--- src/hdl/plate_potential_gauss_quadrature_macros.svh ---
// assertion macros shared by the plate potential quadrature rtl
// expects clk and rst in the scope of the module that uses them
`ifndef PLATE_POTENTIAL_GAUSS_QUADRATURE_MACROS_SVH
`define PLATE_POTENTIAL_GAUSS_QUADRATURE_MACROS_SVH
`ifndef SYNTHESIS
`define PGQ_ASSERT(lbl, prop) \
  lbl: assert property (@(posedge clk) disable iff (rst) prop) \
    else $error("pgq: assertion failed");
`define PGQ_NEVER(lbl, cond) \
  `PGQ_ASSERT(lbl, !(cond))
`else
`define PGQ_ASSERT(lbl, prop)
`define PGQ_NEVER(lbl, cond)
`endif
`endif

--- src/hdl/pgq_pkg.sv ---
// types, widths and node/weight tables of the plate potential quadrature block
// no dependencies
`default_nettype none

package pgq_pkg;

  localparam int NodeCount     = 5;
  localparam int NodeIdxW      = $clog2(NodeCount);
  localparam int CoordFracBits = 8;
  localparam int CoordW        = 16;
  localparam int SpanW         = CoordW + 1;
  localparam int BaseW         = CoordW + 3;
  localparam int NodeW         = 17;
  localparam int DW            = 36;
  localparam int OffW          = 27;
  localparam int SqW           = 2 * OffW;
  localparam int R2W           = SqW + 1;
  localparam int QW            = 63;
  localparam int RootW         = 64;
  localparam int GW            = 32;
  localparam int PwW           = 15;
  localparam int TermW         = PwW + GW;
  localparam int AccW          = 52;
  localparam int AccHalfW      = AccW / 2;
  localparam int AreaW         = 2 * CoordW;
  localparam int PartW         = AccHalfW + AreaW;
  localparam int ProdW         = AccW + AreaW;
  localparam int PotW          = 24;
  localparam int ShiftBits     = 24 + CoordFracBits;
  localparam int SatBit        = ShiftBits + PotW;
  localparam int QueueDepth    = 4;
  localparam int AfDepth       = 8;

  localparam logic signed [CoordW-1:0] XLowReset  = 16'sd0;
  localparam logic signed [CoordW-1:0] XHighReset = 16'sd512;
  localparam logic signed [CoordW-1:0] YLowReset  = 16'sd0;
  localparam logic signed [CoordW-1:0] YHighReset = 16'sd256;

  typedef enum logic [1:0] {
    CFG_X_LOW  = 2'd0,
    CFG_X_HIGH = 2'd1,
    CFG_Y_LOW  = 2'd2,
    CFG_Y_HIGH = 2'd3
  } cfg_reg_t;

  typedef struct packed {
    logic signed [CoordW-1:0] obs_x;
    logic signed [CoordW-1:0] obs_y;
  } obs_t;

  typedef struct packed {
    logic [PotW-1:0] potential;
    logic            saturated;
  } pot_t;

  typedef logic [OffW-1:0] off_t;

  // one point after node mapping: node offset magnitudes and area
  typedef struct packed {
    off_t [NodeCount-1:0] dx;
    off_t [NodeCount-1:0] dy;
    logic [AreaW-1:0]     area;
  } job_t;

  // sideband carried with each node pair down the back pipeline
  typedef struct packed {
    logic           first;
    logic           last;
    logic           zero;
    logic [PwW-1:0] pw;
  } tag_t;

  // gauss-legendre nodes, signed q0.16
  function automatic logic signed [NodeW-1:0] node_q16(input int k);
    logic signed [NodeW-1:0] n;
    case (k)
      0:       n = 17'sd59387;
      1:       n = 17'sd35289;
      3:       n = -17'sd35289;
      4:       n = -17'sd59387;
      default: n = 17'sd0;
    endcase
    return n;
  endfunction

  // gauss-legendre weights, unsigned q0.16
  function automatic logic [15:0] weight_q16(input int k);
    logic [15:0] w;
    case (k)
      0, 4:    w = 16'd15527;
      1, 3:    w = 16'd31367;
      default: w = 16'd37283;
    endcase
    return w;
  endfunction

  function automatic logic [PwW-1:0] pair_weight(input int i, input int j);
    logic [31:0] p;
    p = 32'(weight_q16(i)) * 32'(weight_q16(j));
    return p[PwW+15:16];
  endfunction

endpackage

`default_nettype wire

--- src/hdl/pgq_queue.sv ---
// short job queue between front and back, register array storage
// depends on pgq_pkg and the assertion macro header
`default_nettype none
`include "plate_potential_gauss_quadrature_macros.svh"

module pgq_queue (
  input  logic          clk,
  input  logic          rst,
  input  logic          push,
  input  pgq_pkg::job_t din,
  input  logic          pop,
  output pgq_pkg::job_t dout,
  output logic          full,
  output logic          empty
);

  localparam int PtrW = $clog2(pgq_pkg::QueueDepth);

  pgq_pkg::job_t   mem [pgq_pkg::QueueDepth];
  logic [PtrW-1:0] wr_ptr, rd_ptr;
  logic [PtrW:0]   count;

  assign full  = count == (PtrW+1)'(pgq_pkg::QueueDepth);
  assign empty = count == '0;
  assign dout  = mem[rd_ptr];

  always_ff @(posedge clk) begin
    if (rst) begin
      wr_ptr <= '0;
      rd_ptr <= '0;
      count  <= '0;
    end else begin
      if (push) wr_ptr <= wr_ptr + 1'b1;
      if (pop)  rd_ptr <= rd_ptr + 1'b1;
      if (push && !pop)      count <= count + 1'b1;
      else if (pop && !push) count <= count - 1'b1;
    end
  end

  always_ff @(posedge clk) begin
    if (push) mem[wr_ptr] <= din;
  end

  `PGQ_NEVER(a_queue_overrun, push && full)
  `PGQ_NEVER(a_queue_underrun, pop && empty)

endmodule

`default_nettype wire

--- config.mk ---
export PLATFORM = sky130hd
export DESIGN_NAME = pgq_queue
export DESIGN_NICKNAME = d
export VERILOG_FILES = /design/src/hdl/pgq_pkg.sv /design/src/hdl/pgq_queue.sv
export VERILOG_INCLUDE_DIRS = /design/src /design/src/hdl
export SDC_FILE = /design/constraint.sdc
export NUM_CORES = 1
export LEC_CHECK = 0
export ABC_AREA = 1
export BUFFER_PORTS_ARGS = -buffer_cell sky130_fd_sc_hd__clkbuf_2
export CORE_ASPECT_RATIO = 0.75
export CORE_MARGIN = 8
export CORE_UTILIZATION = 40
export CTS_CLUSTER_SIZE = 12
export DETAILED_ROUTE_END_ITERATION = 8
export GPL_ROUTABILITY_DRIVEN = 1
export HOLD_SLACK_MARGIN = 0.08
export PLACE_DENSITY = 0.58
export SKIP_CTS_REPAIR_TIMING = 1
export SLEW_MARGIN = 40
export SYNTH_ARGS = -nofsm -noshare
export SYNTH_HDL_FRONTEND = slang
export SYNTH_SLANG_ARGS = --single-unit
--- constraint.sdc ---
create_clock -name clk -period 17.66 [get_ports clk]
set_input_delay 3.532 -clock clk [delete_from_list [all_inputs] [get_ports clk]]
set_output_delay 3.532 -clock clk [all_outputs]
set_load 0.03 [all_outputs]
Word-level counts from Yosys, hierarchy flattened
Memory sizes are Yosys's and may differ from the RTL's. A register that Yosys moved wholly into a read port is not among the register bits.
Index checks and enable logic that the tools add are counted.
- flip-flop bits (word level): 7
- bits in writable memories: 1208
- output and inout bits: 304
- bits of input ports: 306
- bits in latches: 0
- word-level logic and storage cells: 21
- memory bits (read-only): 0
- memories kept: 1
- shift operators: 0
- multiplexer cells: 6
- equal/unequal tests: 1
- $mul: 0
- div/mod/pow operators: 0
- reductions and logical operators: 6
- add/sub/neg operators: 4
- $lt $le $gt $ge: 0
- bitwise operators: 0
- memory list (memory ; depth ; bits a word ; rd ports ; clocked after memory_dff ; write ports ; RTL line ; source):
    mem ; 4 ; 302 ; 1 ; 1 ; 1 ; pgq_queue.sv:19 ; pgq_pkg::job_t mem [pgq_pkg::QueueDepth];
- operators by type and width (kind ; count):
    two-way mux 3 bit ; 2
    adder 2 x 1 -> 2 bit (second input constant) ; 2
    two-way mux 2 bit ; 2
    adder 3 x 1 -> 3 bit (second input constant) ; 1
    equality test 3 bit (second input constant) ; 1
    zero test 3 bit ; 1
    subtractor 3 x 1 -> 3 bit (second input constant) ; 1
    logical AND 1 bit ; 2
    zero test 1 bit ; 2
    two-way mux 1 bit ; 2
    nonzero test 2 bit ; 1

Longest topological paths before layout
Gate-level depths: netlist of run 1.
- word-level depth: 4
- mapped depth: 10
- mapped depth without buffers: 10

Worst setup path after synthesis of run 1
OpenSTA, ideal clock, no wires.
- kind: input -> register
- start: input port push
- end: memory mem[0][0] in the netlist's numbering, enable pin
- path buffers: 0
- data required time: 17.008 ns
- arrival time: 9.351 ns
- setup time: 0.652 ns
- slack: 7.657 ns
- stages: 2
- cells stage by stage: nand2_1 -> inv_1
- cells in the longest elaborated chain, start to end: 2
- RTL lines (item ; RTL line ; source):
    from (decl) ; pgq_queue.sv:9 ; input logic push,
    two-way mux 1 bit ; pgq_queue.sv:41 ; if (push) mem[wr_ptr] <= din;
    two-way mux 1 bit (implied by the code) ; pgq_queue.sv:41 ;
    to (decl) ; pgq_queue.sv:19 ;
Every way passes these cells.

==> results of run 1 <==
through the flow:
stage | power (mW) | cell area, µm² | setup WS [ns] | instances
after floorplan | 3.89 | 45100 | 7.66 | 2978
after global placement | 4.13 | 49200 | 10.20 | 4931
after detailed placement | 4.14 | 49200 | 10.37 | 4931
after CTS | 6.44 | 52700 | 9.60 | 5118
after global routing | 6.60 | 52800 | 9.31 | 5127
final | 6.37 | 52800 | 9.65 | 5140
power groups by stage:
stage | clock network, mW | registers (mW) | logic (mW)
4_1_cts | 2.36 | 3.34 | 0.741
6_report | 2.31 | 3.34 | 0.731
2_1_floorplan | 0 | 3.42 | 0.466
5_1_grt | 2.47 | 3.34 | 0.788
3_3_place_gp | 0 | 3.40 | 0.735
3_5_place_dp | 0 | 3.40 | 0.740
Yosys cell counts:
master	count	area share [%]
o21ai_1	260	2.9
xor2_1	1	0.019
nand3_1	1	0.011
nor2_1	610	5.1
buf_6	32	0.80
clkbuf_1	77	0.64
nand4_1	1	0.014
nor3_1	2	0.022
a21oi_1	3	0.033
buf_2	73	0.81
nand2_1	9	0.075
dfxtp_1	9	0.40
inv_8	1	0.025
clkbuf_2	1	0.011
inv_1	16	0.13
buf_4	17	0.28
fa_1	1	0.044
o22ai_1	302	4.2
edfxtp_1	1208	80
o21ai_0	349	3.9
ha_1	5	0.14
final timing paths:
path | from | to | slack [ns] | cells after the start
setup reg to reg | wr_ptr[0] | mem[3][174] | 14.54 | 6
hold reg to reg | wr_ptr[1] | wr_ptr[1] | 0.53 | 2
setup / recovery | flop | dout[167] | 9.65 | 7
hold / removal | wr_ptr[1] | wr_ptr[1] | 0.53 | 2
kinds of logic (layout without fill, tap and decap cells):
group / Yosys count / after routing
adder cells (fa/ha/maj): 6 / 6
XOR/XNOR: 1 / 1
AND/OR/NAND/NOR: 623 / 623
buffers and inverters: 217 / 848
other: 0 / 19
flip-flops: 1217 / 1217
AO/OA/AOI/OAI: 914 / 914
sequential cells by signal, indices dropped and copies added (netlist names), named ones only:
name / cells
rd_ptr: 2
wr_ptr: 2
mem: 1208
count: 3
worst register-to-register path: stages, from the launching register on:
cell and delay (ns):
dfxtp_1 0.36, ha_1 0.15, nand2_1 0.12, inv_8 0.28
buf_16 0.35, buf_4 0.73, buf_6 0.66
area by class of cell:
class	instances	area (µm²)	share of cell area [%]
clock inverters	33	353	0.668
diodes	19	47.5	0.0900
flip-flops and latches	1217	36500	69.0
repair buffers	644	3440	6.52
multi-input cells	1544	7390	14.0
inverters	17	138	0.260
clock buffers	154	3120	5.90
well taps	1512	1890	3.58
layout by cell type (no fill, tap or decap), types with 3 or more instances in the layout:
cell       netlist  final
edfxtp_1      1208   1208
nor2_1         610    610
clkbuf_2         1    609
o21ai_0        349    349
o22ai_1        302    302
o21ai_1        260    260
clkbuf_16        0    119
clkbuf_1        77     34
diode_2          0     19
clkinv_1         0     18
buf_6           32     18
buf_4           17     13
inv_1           16     11
nand2_1          9      9
dfxtp_1          9      7
clkinv_16        0      5
ha_1             5      5
clkinv_8         0      4
inv_8            1      3
a21oi_1          3      3
bufinv_16        0      3
layer usage:
layer	global-route usage, %	vias to the layer above	share of wire (%)
met5	0	-	0.15
met2	27.4	826	47
met1	22.8	13200	41
met3	5.82	183	8.7
li1	-	12500	-
met4	5.18	26	2.5
==> reports/results.txt, run 1 <==
skew final: 0.0369 ns
period utilisation layout: 45.3%
largest family of logic cells by synthesized area: compound AO/OA/AOI/OAI gates
Final Core Density: 47.4%
CTS H-tree lvls: 3
Die ar.: 124000 µm²
I/O pin count: 610
post-DP HPWL: 66100 µm
Tmin final: 8.01 ns
Worst Tran Pin Value: 0.867 ns
sw frac: 25.3%
Crit path max-delay family: buffers and inverters
Mapped Nets: 3290
buffer and inverter count on the worst path: 5
drt initial violations: 1882
final number of max-transition violations: 0
worst relative slew slack: 42.2%
combinational share of power: 11.5%
crit end category: output pin
Final TNS setup: 0 ns
Post-Synth XOR/XNOR Area: 0.0194%
Static Leak: 18.1 nW
Clock Power Share: 36.2%
compound-cell area share of the yosys netlist: 11.0%
ANT nets after route: 0
post-synthesis sequential area ratio: 80.9%
via count: 26700
status: completed
simple-gate portion of the synthesized area: 5.20%
adder-cell share of the synthesized area: 0.183%
Hold Path Class: flop to flop
die height: 307 µm
CP Launch Type: flop
worst-path cell chain: buf_12, buf_16, buf_6, buf_4, o21ai_0, o22ai_1, clkbuf_2
final hold viol count: 0
Max VDD drop: 0.0907 mV
Starting Density: 40.4%
largest stage delay on the critical path: 0.79 ns
clk sink count: 1217
IO buf count: 609
CTS tree: built
largest net degree at the start of global routing: 269
Routed WL: 112000 µm
Power Dens Cells: 121 nW/µm²
cts bufs inserted: 119
slowest CP cell: dfxtp_4
Yosys Warn Count: 0
Area Growth Syn to Fin: 17.3%
Setup Viol. Count Final: 0
Gate Count Post-Synth: 2978
Core ar.: 112000 µm²
Clock Path Buffers: 3
NumNets Final: 3855
number of distinct library cells after synthesis: 21
post-DR vias/cell: 5.19
internal power: 4.76 mW
kind of critical path: flop to output pin
Clock transition at path regs: 0.06 ns
max cap viols: 0
RSZ-0062 raised after global routing: false
Worst-Skew Late Latency: 0.70 ns
Rows: 106
critical path fanouts, max: 130
grt total ovfl: 0
layout cells sized above 1: 21.8%
required time worst endpoint: 14.13 ns
hold slack final: 0.526 ns
GRT Util Overall: 17.3%
post-synthesis register bit count: 1217
cell area after synthesis: 45100 µm²
synthesized area per cell: 15.1 µm²
WL/cell: 21.9 µm
Fmax achieved: 125 MHz
die width: 404 µm
first-pass GRT wire length: 166000 µm
Fill cells: 9727
post-synthesis mux area share: 0%
CTS Root Cell: clkbuf_16
Pre-antenna DRT Iters: 5
Sw Pwr: 1.62 mW
# DRC: 0
Final GP Congestion: 0.772
Flop pwr share: 52.3%
vias in the first global route: 25200
crit path DAT: 4.47 ns
initial antenna violation count: 32
Power figures use the tool's default switching activity.
==> inputs of run 2 (changes only) <==
Clock period 17.66 ns to 7.4 ns, I/O delays scaled along.
==> run 2 against run 1 <==
Setup slack lost 7.3 ns. Sequential cell count is the same. Via count shrank 0.66%. Die area is the same. Core utilization grew 0.17 points. Clock power grew 130%. Global-route usage is essentially flat. Non-clock buffer count grew 9. Critical path type unchanged. Largest cell class unchanged. Highest routed layer unchanged.
==> reports/results.txt, run 2 (synthesized netlist as in run 1, its figures left out) <==
Power Dens Cells: 285 nW/µm² (+140%)
Fmax achieved: 197 MHz
worst-path cell chain: buf_4, buf_4, o21ai_0, o22ai_1, clkbuf_2
clk sink count: 1217 (unchanged)
Setup Viol. Count Final: 0 (unchanged)
required time worst endpoint: 5.92 ns (-8.21 ns)
Hold Path Class: flop to flop
Design Area, Final: 53000 µm² (+0.37%)
slowest CP cell: buf_4
final number of max-transition violations: 0 (unchanged)
Die ar.: 124000 µm² (unchanged)
NumNets Final: 3863 (+0.21%)
layout cells sized above 1: 22.0% (+0.21 points)
Final TNS setup: 0 ns (unchanged)
largest net degree at the start of global routing: 258 (-4.1%)
die height: 307 µm (unchanged)
largest registers: mem (1208), count (3)
critical path fanouts, max: 69 (-47%)
max cap viols: 0 (unchanged)
post-DP HPWL: 64800 µm (-1.9%)
worst relative slew slack: 40.9% (-1.3 points)
Final GP Congestion: 0.739 (-4.3%)
CP Launch Type: flop
Static Leak: 18.2 nW (+0.37%)
skew final: 0.0304 ns (-0.00648 ns)
most flop-heavy register: mem
Clock Path Buffers: 3 (unchanged)
commonest non-fill, non-tap cells in the layout: edfxtp_1 (1208), nor2_1 (610), clkbuf_2 (609), o21ai_0 (349), o22ai_1 (302)
via count: 26500 (-0.66%)
Tmin final: 5.07 ns
cts bufs inserted: 118 (-0.84%)
period utilisation layout: 68.5%
most common cell after layout, fill and taps aside: edfxtp_1
Starting Density: 40.4% (unchanged)
first-pass GRT wire length: 166000 µm (-0.51%)
Max VDD drop: 0.236 mV (+160%)
final non-filler cell total: 5137 (-0.058%)
initial antenna violation count: 30 (-6.3%)
kind of critical path: flop to output pin
GRT Util Overall: 17.3% (-0.046 points)
CTS tree: built
Pre-antenna DRT Iters: 5 (unchanged)
CTS H-tree lvls: 3 (unchanged)
# DRC: 0 (unchanged)
CTS Root Cell: clkbuf_16
largest stage delay on the critical path: 0.73 ns (-0.06 ns)
max reg flops: 1208 (unchanged)
crit path DAT: 3.59 ns (-0.88 ns)
ANT nets after route: 0 (unchanged)
final hold viol count: 0 (unchanged)
grt total ovfl: 0 (unchanged)
die width: 404 µm (unchanged)
Rows: 106 (unchanged)
I/O pin count: 610 (unchanged)
Clock transition at path regs: 0.06 ns (about the same)
IO buf count: 609 (unchanged)
Worst-Skew Late Latency: 0.74 ns (+0.04 ns)
Core ar.: 112000 µm² (unchanged)
Routed WL: 112000 µm (-0.31%)
Area Growth Syn to Fin: 17.7%
RSZ-0062 raised after global routing: false
post-DR vias/cell: 5.16 (-0.60%)
# placed instances: 4938 (+0.14%)
WL/cell: 21.8 µm (-0.26%)
status: completed
Most Frequent Cell on Critical Path: buf_4
crit end category: output pin
Worst Tran Pin Value: 0.886 ns (+0.0192 ns)
Placed Area: 49500 µm² (+0.56%)
drt initial violations: 1945 (+3.3%)
vias in the first global route: 25400 (+0.85%)
run 2: cell types whose count changed in the layout (fill, tap and decap cells not counted), sizes merged:
cell,before,now
bufinv,3,2
clkinv,29,25
clkbuf,763,753
buf,35,44
clkinvlp,2,5
run 2: critical path, delay by kind of cell (launching register included):
family          cells  cell delay [ns]
flops               1             0.67
compound gates      2             0.50
buf+inv             3             1.59
run 2: final cells by class:
type,count,area [µm²]
Antenna cell,19,47.5
Clock buffer,144,3050
Clock inverter,31,298
Fill cell,9655,58500
Inverter,17,113
Multi-Input combinational cell,1544,7390
Sequential cell,1217,36500
Tap cell,1512,1890
Timing Repair Buffer,653,3790
run 2: routing by layer:
metal | global-route usage (%) | wire length [µm] | share of wire (%) | vias to the layer above
li1 | - | - | - | 12500
met1 | 22.5 | 46900 | 42 | 13100
met2 | 27.6 | 53300 | 48 | 701
met3 | 6.35 | 9470 | 8.4 | 171
met4 | 4.44 | 2300 | 2.1 | 22
met5 | 0 | 143 | 0.13 | -
run 2: through the flow:
stage | setup WS, ns | util [%] | total power, mW | hold WS (ns)
finish | 2.33 | 47.6 | 15.1 | 0.443
global route | 2.05 | 47.5 | 15.7 | 0.483
CTS | 2.17 | 47.4 | 15.3 | 0.444
detailed placement | 2.99 | 44.4 | 9.89 | 0.429
global placement | 2.96 | 44.2 | 9.87 | 0.441
floorplan | 0.930 | - | 9.25 | 0.412
run 2: where the power goes:
group	switching [mW]	total, mW	leakage (nW)	internal [mW]
clock network	2.44	5.40	1.62	2.96
registers	0.0678	7.96	11.2	7.89
logic	1.33	1.78	5.41	0.441
run 2: worst paths after layout:
| check | startpoint | slack (ns) | to | cells past startpoint |
|---|---|---|---|---|
| worst min register to register | rd_ptr[1] | 0.44 | flop | 1 |
| worst max-delay path | flop | 2.33 | dout[175] | 5 |
| worst min-delay path | rd_ptr[1] | 0.44 | flop | 1 |
| worst max register to register | wr_ptr[0] | 4.66 | mem[3][121] | 6 |
==> inputs of run 3 (changes only) <==
Clock period 7.4 ns to 5.2 ns, I/O delays scaled along.
==> run 3 against run 2 <==
Clock skew shrank 0.0063 ns. First-iteration DRC count increased by 9.2%. Power grew 43%. Core utilization is 0.064 points higher. Die area unchanged. Critical path depth stayed put. Hold slack worse by 0.0031 ns. Non-clock buffer count is 3 higher. Sequential power is 42% higher. Cell count hardly changed. Critical path type unchanged. Largest cell class unchanged.
==> reports/results.txt, run 3 (synthesized netlist as in run 1, its figures left out) <==
Die ar.: 124000 µm² (unchanged)
largest registers: mem (1208), count (3)
most common cell after layout, fill and taps aside: edfxtp_1
Design Area, Final: 53100 µm² (+0.13%)
Power, Total: 21.6 mW (+43%)
Starting Density: 40.4% (unchanged)
Sequential Area: 36500 µm² (unchanged)
layout cells sized above 1: 22.2% (+0.22 points)
Final GP Congestion: 0.741 (+0.22%)
# placed instances: 4942 (+0.081%)
Worst Tran Pin Value: 0.911 ns (+0.0242 ns)
Core ar.: 112000 µm² (unchanged)
worst relative slew slack: 39.3% (-1.6 points)
Fmax achieved: 224 MHz
NumNets Final: 3866 (+0.078%)
Hold Path Stages: 1 (unchanged)
final number of max-transition violations: 0 (unchanged)
CP Launch Type: flop
Static Leak: 18.2 nW (+0.13%)
kind of critical path: flop to output pin
Clock transition at path regs: 0.06 ns (about the same)
crit path DAT: 3.43 ns (-0.16 ns)
RSZ-0062 raised after global routing: false
die width: 404 µm (unchanged)
status: completed
largest net degree at the start of global routing: 208 (-19%)
worst reg2reg setup slack: 2.41 ns (-2.25 ns)
drt initial violations: 2123 (+9.2%)
setup ws final: 0.726 ns (-1.60 ns)
WL/cell: 21.6 µm (-1.1%)
Setup Viol. Count Final: 0 (unchanged)
cts bufs inserted: 118 (unchanged)
Fill cells: 9677 (+0.23%)
Tmin final: 4.47 ns
CTS H-tree lvls: 3 (unchanged)
Clock Path Buffers: 3 (unchanged)
Multi-input gate area: 7450 µm² (+0.88%)
Worst-Skew Late Latency: 0.71 ns (-0.03 ns)
max cap viols: 0 (unchanged)
final hold viol count: 0 (unchanged)
CTS Root Cell: clkbuf_16
GRT Util Overall: 17.0% (-0.28 points)
post-DR vias/cell: 5.15 (-0.16%)
commonest non-fill, non-tap cells in the layout: edfxtp_1 (1208), nor2_1 (610), clkbuf_2 (609), o21ai_0 (349), o22ai_1 (302)
crit end category: output pin
critical path fanouts, max: 207 (+200%)
Placed Area: 49600 µm² (+0.13%)
post-DP HPWL: 64100 µm (-1.2%)
first-pass GRT wire length: 164000 µm (-0.89%)
die height: 307 µm (unchanged)
Routed WL: 111000 µm (-1.2%)
max reg flops: 1208 (unchanged)
via count: 26400 (-0.24%)
clk sink count: 1217 (unchanged)
Pre-antenna DRT Iters: 5 (unchanged)
vias in the first global route: 25300 (-0.70%)
skew final: 0.0241 ns (-0.00632 ns)
Area Growth Syn to Fin: 17.9%
IO buf count: 609 (unchanged)
CTS tree: built
worst reg-to-reg path cell count: 7 (+1)
hold slack final: 0.440 ns (-0.00314 ns)
final non-filler cell total: 5133 (-0.078%)
Hold Path Class: flop to flop
required time worst endpoint: 4.16 ns (-1.76 ns)
I/O pin count: 610 (unchanged)
Rows: 106 (unchanged)
grt total ovfl: 0 (unchanged)
worst slack at placement: 1.61 ns (-1.38 ns)
most flop-heavy register: mem
period utilisation layout: 86.0%
# DRC: 0 (unchanged)
ANT nets after route: 0 (unchanged)
initial antenna violation count: 10 (-67%)
Max VDD drop: 0.312 mV (+32%)
Power Dens Cells: 407 nW/µm² (+43%)
run 3: changes by cell type in the layout (fill, tap and decap cells not counted), sizes merged:
cell,delta
buf,+3
bufinv,+1
clkbuf,+6
clkinv,-3
diode,-9
inv,-2
run 3: final cells by class:
class | instances | area share, %
Antenna cell | 10 | 0.0471
Clock buffer | 150 | 5.83
Clock inverter | 27 | 0.584
Inverter | 17 | 0.212
Multi-Input combinational cell | 1544 | 14.0
Sequential cell | 1217 | 68.7
Tap cell | 1512 | 3.56
Timing Repair Buffer | 656 | 7.08
run 3: per-layer routing:
metal  global-route usage [%]  vias to the layer above  share of wire, %  wire length, µm
met1                     23.3                    13000                43            47500
li1                         -                    12500                 -                -
met2                     27.6                      795                48            53300
met5                        0                        -             0.019               21
met4                     4.70                        4               2.2             2480
met3                     3.72                      140               6.7             7450
run 3: critical path, cell delays in order (launching register included):
cell and delay [ns]:
dfxtp_4 0.80, clkinv_16 0.49, buf_4 0.56, o21ai_1 0.18, o22ai_1 0.15, clkbuf_2 0.22
run 3: path summary, 6_finish.rpt:
check / start / to
max: flop / dout[246]
min: rd_ptr[1] / flop
max reg2reg: wr_ptr[0] / mem[2][173]
min reg2reg: rd_ptr[1] / flop
run 3: through the flow:
| stage | TNS [ns] | utilization (%) |
|---|---|---|
| 4_1_cts | 0 | 47.5 |
| 2_1_floorplan | -948.91 | - |
| 5_1_grt | 0 | 47.6 |
| 3_5_place_dp | 0 | 44.4 |
| 6_report | 0 | 47.6 |
| 3_3_place_gp | 0 | 44.4 |
run 3: power breakdown:
group	total (mW)	switching, mW	internal (mW)	leakage [nW]
logic	2.53	1.91	0.626	5.41
clock network	7.76	3.47	4.30	1.64
registers	11.3	0.0908	11.2	11.2
